**config.mk**
```make
export PLATFORM = sky130hd
export DESIGN_NAME = sps_pos_reduce
export DESIGN_NICKNAME = d
export VERILOG_FILES = /design/src/rtl/sps_pos_reduce.sv
export SDC_FILE = /design/constraint.sdc
export NUM_CORES = 1
export LEC_CHECK = 0
export ABC_AREA = 1
export BUFFER_PORTS_ARGS = -buffer_cell sky130_fd_sc_hd__buf_2
export CORE_ASPECT_RATIO = 0.5
export CORE_MARGIN = 2
export CORE_UTILIZATION = 43
export DETAILED_ROUTE_END_ITERATION = 10
export PLACE_DENSITY_LB_ADDON = 0.12
export SLEW_MARGIN = 20
export SYNTH_ARGS = -nofsm -noshare
export SYNTH_HDL_FRONTEND = slang
export SYNTH_SLANG_ARGS = --single-unit
```
**constraint.sdc**
```tcl
create_clock -name clk -period 2.1 [get_ports clk]
set_clock_uncertainty 0.05 [all_clocks]
set_input_delay 0.315 -clock clk [delete_from_list [all_inputs] [get_ports clk]]
set_output_delay 0.315 -clock clk [all_outputs]
set_load 0.01 [all_outputs]
```
**src/rtl/sps_pos_reduce.sv**
```systemverilog
// ----------------------------------------------------------------------------
// sps_pos_reduce
// Bit-serial remainder unit: position mod modulus, one bit per cycle.
// ----------------------------------------------------------------------------
module sps_pos_reduce #(
  parameter int PW = 16,
  parameter int MW = 17
) (
  input  logic          clk,
  input  logic          rst,
  input  logic          start,
  input  logic [PW-1:0] dividend,
  input  logic [MW-1:0] modulus,
  output logic          busy,
  output logic          done,
  output logic [PW-1:0] remainder
);

  localparam int CW = $clog2(PW + 1);

  logic [CW-1:0] count;
  logic [PW-1:0] dvd;
  logic [MW-1:0] modv;
  logic [MW-1:0] rem;
  logic [MW:0]   trial;
  logic [MW-1:0] rem_next;

  // Restoring step: shift in next dividend bit, subtract if it fits
  always_comb begin
    trial = {rem, dvd[PW-1]};
    if (trial >= {1'b0, modv}) begin
      rem_next = MW'(trial - {1'b0, modv});
    end else begin
      rem_next = trial[MW-1:0];
    end
  end

  always_ff @(posedge clk) begin
    if (rst) begin
      busy  <= 1'b0;
      done  <= 1'b0;
      count <= '0;
    end else begin
      done <= 1'b0;
      if (start) begin
        busy  <= 1'b1;
        count <= CW'(PW);
      end else if (busy) begin
        count <= count - 1'b1;
        if (count == CW'(1)) begin
          busy <= 1'b0;
          done <= 1'b1;
        end
      end
    end
  end

  // Datapath
  always_ff @(posedge clk) begin
    if (start) begin
      dvd  <= dividend;
      modv <= modulus;
      rem  <= '0;
    end else if (busy) begin
      dvd <= {dvd[PW-2:0], 1'b0};
      rem <= rem_next;
    end
  end

  // Remainder is below the dividend bound, so it fits in PW bits
  assign remainder = rem[PW-1:0];

endmodule

```
# ---- Yosys cells after proc, flatten, opt, wreduce, memory -nomap -nowiden
# Cells that the tools add are included.
# W data, S select, Z words.
dict set report word_totals {
  elab_cells 24
  input_bits 36
  out_inout_bits 18
  register_bits 57
}
dict set report op_classes {
  mux 9
  order_cmp 1
  bitwise_logic 1
  n_eq_ne 1
  n_addsub 2
  reduce_logical 3
}
# operator count
set ops {}
lappend ops {{$mux W16} 2}
lappend ops {{$ge A18 B17 Y1} 1}
lappend ops {{$mux W17} 1}
lappend ops {{$sub A17 B17 Y17} 1}
lappend ops {{$mux W5} 2}
lappend ops {{$eq A5 B1 Y1 const B} 1}
lappend ops {{$sub A5 B1 Y5 const B} 1}
lappend ops {{$mux W1} 4}
lappend ops {{$reduce_or A3 Y1} 1}
lappend ops {{$reduce_bool A2 Y1} 1}
lappend ops {{$reduce_or A2 Y1} 1}
lappend ops {{$not A1 Y1} 1}

# ---- Depth between registers and ports, before layout
dict set report logic_depth {
  ltp_word 4
  ltp_mapped 14
  depth_no_buf 14
}

# ---- Worst setup path after synthesis
# Ideal clock, no wire load.
dict set report synth_timing {
  path_kind {reg-to-reg}
  startpoint {register dvd[15]}
  endpoint {register rem[5]}
  path_slack_ns 0.199
  stages_incl_launch_ff 12
  arrival_ns 1.738
  setup_time_ns 0.113
  t_required_ns 1.937
  synth_period_minus_slack_ns 1.901
  n_path_buf 1
  path_cell_list {edfxtp_1 inv_1 ha_1 inv_1 fa_1 nand3_1 nand3_2 nand2_4 buf_2 nand3_1 nand3_1 nand2_1}
}
dict set report synth_via {
  elab_chain_len 2
  word_cells_on_any_way 3
  classes_between {add/sub: 1; order compare: 1; mux: 1}
}
# element line
set synth_lines {}
lappend synth_lines {{start: declaration} 22} ;# logic [PW-1:0] dvd;
lappend synth_lines {{start signal: assignment} 61} ;# dvd <= dividend;
lappend synth_lines {{start signal: assignment} 65} ;# dvd <= {dvd[PW-2:0], 1'b0};
lappend synth_lines {{$sub A17 B17 Y17 or $ge A18 B17 Y1 (tied branches)} {32, 31}}
lappend synth_lines {{$mux W17 (*)} 31} ;# if (trial >= {1'b0, modv}) begin
lappend synth_lines {{end signal: assignment} 66} ;# rem <= rem_next;
lappend synth_lines {{end: declaration} 24} ;# logic [MW-1:0] rem;
# Mark *: on every way between the ends. The rest lies on a longest branch, timed or not.
# A chain may end at the register's enable or synchronous reset.

# ---- Worst setup path after layout
dict set report layout_timing {
  startpoint {register modv[0]}
  endpoint {register rem[1]}
}
dict set report layout_via {
  elab_chain_len 2
  word_cells_on_any_way 3
  classes_between {add/sub: 1; order compare: 1; mux: 1}
}
# element line
set layout_lines {}
lappend layout_lines {{start: declaration} 23} ;# logic [MW-1:0] modv;
lappend layout_lines {{start signal: assignment} 62} ;# modv <= modulus;
lappend layout_lines {{$sub A17 B17 Y17 or $ge A18 B17 Y1 (tied branches)} {32, 31}}
lappend layout_lines {{$mux W17 (*)} 31}
# Marked as above.

==> summary.md <==
| Metric | Value |
|---|---|
| CP max stage delay | `410 ps` |
| Final Setup Violations | `0` |
| Fin. Hold Viols | `0` |
| PwrDens | `656 nW/µm²` |
| Synthesized area | `3650 µm²` |
| Total chip power | `0.00298 W` |
| Yosys warning total | `0` |
| Arr. time, crit path | `2170 ps` |
| Netlist cell types | `33` |
| Antenna cells | `0` |
| Largest net degree at the start of global routing | `26` |
| Vias per cell | `4.68` |
| GP Congestion | `0.856` |
| Most common cell after layout, fill and taps aside | `nand2_1` |
| Startpoint Class | `flip-flop` |
| Design area | `4550 µm²` |
| Worst slew pin tran | `457 ps` |
| Port-buffer cells | `53` |
| Critical Path RT | `2260 ps` |
| H-Tree Level Count | `3` |
| Sequential share of the synthesized area | `40.3%` |
| Cells after Synth | `495` |
| Yosys reg bits | `57` |
| Period utilisation layout | `95.4%` |
| Number of global-route vias before repair | `2949` |
| Gr usage total | `19.4%` |
| Drt pass-1 iters | `5` |
| CP Cell Sequence | `ha_1 > inv_1 > nor2_1 > nand2_1 > nor3_4 > nor2_4 > buf_12 > clkbuf_16 > a21oi_1 > o21ai_0` |
| RSZ-0062 raised after global routing | `yes` |
| Mean post-synth cell area | `7.37 µm²` |
| Core region area | `8120 µm²` |
| Number of routed nets with antenna violations | `0` |
| # rows | `23` |
| Fin crit period | `2000 ps` |
| Area grow syn2layout | `24.5%` |
| CTS tree | `done` |
| Status | `finished, final reports clean` |
| Slowest stage cell, crit path | `edfxtp_1` |
| Fraction of layout cells with a size suffix above 1 | `24.1%` |
| Leading cell types in the layout, fill and taps excluded | `nand2_1, inv_1, buf_2, nand3_1, edfxtp_1` |
| Worst path top cell family by delay | `simple AND/OR/NAND/NOR gates` |
| First-pass GRT wire length | `14000 µm` |
| Antenna violations before repair | `0` |
| Lkg Pwr | `2.37 nW` |
| Crit path buf inv count | `3` |
| Chip Height | `69.1 µm` |
| Clock sink total | `57` |
| CP Max Fanout | `7` |
| Cell Area, Placed | `4020 µm²` |
| Final Routed Wirelength | `8960 µm` |
| # IOs | `54` |
| Fin Setup TNS | `0 ps` |
| Crit path kind | `flip-flop to flip-flop` |
| Peak supply drop | `0.387 mV` |
| Initial Utilization | `45.0%` |
| Post-CTS Hold Fix Bufs | `0` |
| Num CTS Buffers | `9` |
| GRT overflow | `0` |
| DRC viols | `0` |
| Max-slew violations | `0` |
| Worst Hold Class | `primary input to flip-flop` |
| Maximum clock path buffer count | `2` |
| Routed via count | `3149` |
| Post-Layout Cell Count | `673` |
| Clock-pin slew on the worst setup and hold paths | `50 ps` |
| Worst-skew pair later-pin latency | `330 ps` |
| Total die area | `9290 µm²` |
| Drt initial violations | `205` |
| Nets | `612` |
| Max-Cap Viols | `0` |
| Die width | `134 µm` |
| Avg WL per Cell | `13.3 µm` |
| Clock root buffer | `clkbuf_16` |
| Detailed placement HPWL | `6340 µm` |
| Crit end category | `flip-flop` |
| Fmax | `499 MHz` |
| Post-Syn Nets | `551` |
| Slew HR | `69.4%` |
| Placed Instances | `650` |
## synthesized netlist by cell type
master	number	area share, %
a211oi_1	1	0.21
a21oi_1	11	1.5
a31oi_1	1	0.17
and2_1	1	0.17
and3_1	1	0.17
buf_12	1	0.55
buf_2	3	0.41
buf_4	17	3.5
clkbuf_1	4	0.41
clkinv_1	1	0.10
dfxtp_1	24	13
edfxtp_1	33	27
fa_1	1	0.55
ha_1	19	6.5
inv_1	79	8.1
inv_2	7	0.72
nand2_1	179	18
nand2_2	4	0.69
nand2_4	2	0.62
nand3_1	39	5.3
nand3_2	8	2.2
nand3b_1	7	1.4
nand4_1	2	0.34
nor2_1	26	2.7
nor2_4	2	0.62
nor3_1	4	0.55
nor3_4	1	0.45
o211ai_1	1	0.21
o21ai_0	6	0.82
o21ai_1	1	0.14
or2_1	1	0.17
xnor2_1	5	1.2
xor2_1	3	0.72
## kinds of logic (layout without fill, tap and decap cells)
family | Yosys count | count (layout) | share of synthesized area (%)
adder cells (fa/ha/maj) | 20 | 20 | 7.06
AND/OR/NAND/NOR | 277 | 278 | 33.8
AO/OA/AOI/OAI | 21 | 21 | 3.05
XOR/XNOR | 8 | 8 | 1.92
flip-flops | 57 | 57 | 40.3
buffers and inverters | 112 | 177 | 13.8
## sequential cells by signal, summed over array words and instances, names as in the netlist
register / count
busy: 1
count: 5
done: 1
dvd: 16
modv: 17
rem: 17
## power breakdown
group          total [W]  switching [W]  internal, W
Clock            0.00132       0.000526     0.000793
Combinational   0.000376       0.000229     0.000147
Sequential       0.00129      0.0000249      0.00126
## timing repair
| item | CTS | global route |
|---|---|---|
| buffers inserted | 0 | 4 |
| endpoints found under the setup margin | 0 | 17 |
| gates resized for setup | 0 | 27 |
## cell type report
class	instances	area [µm²]
Tap cell	112	140
Timing Repair Buffer	74	499
Clock buffer	9	225
Sequential cell	57	1470
Fill cell	780	3570
Multi-Input combinational cell	327	1840
Inverter	87	327
Clock inverter	7	47.5
## through the flow
| step | utilization (%) | hold slack, ps | setup WS [ps] |
|---|---|---|---|
| final | 56.0 | 106 | 96.5 |
| after global routing | 56.0 | 95.2 | -49.2 |
| after CTS | 52.8 | 96.5 | 33.2 |
| after detailed placement | 49.5 | 412 | 42.4 |
| after global placement | 49.5 | 409 | 45.7 |
| after floorplan | - | 334 | 199 |
## per-layer routing
metal	GRT usage [%]	wire (µm)
met4	6.20	152
met5	0	0
met1	27.3	4520
met2	28.5	3760
met3	5.96	531
## worst paths after layout
| check | cells after the start | endpoint | startpoint | slack (ps) |
|---|---|---|---|---|
| worst max-delay path | 10 | rem[1] | modv[0] | 100 |
| worst min register to register | 2 | count[4] | count[4] | 430 |
| worst min-delay path | 1 | modv[9] | modulus[9] | 110 |
| worst max register to register | 10 | rem[1] | modv[0] | 100 |
Power figures use the tool's default switching activity.
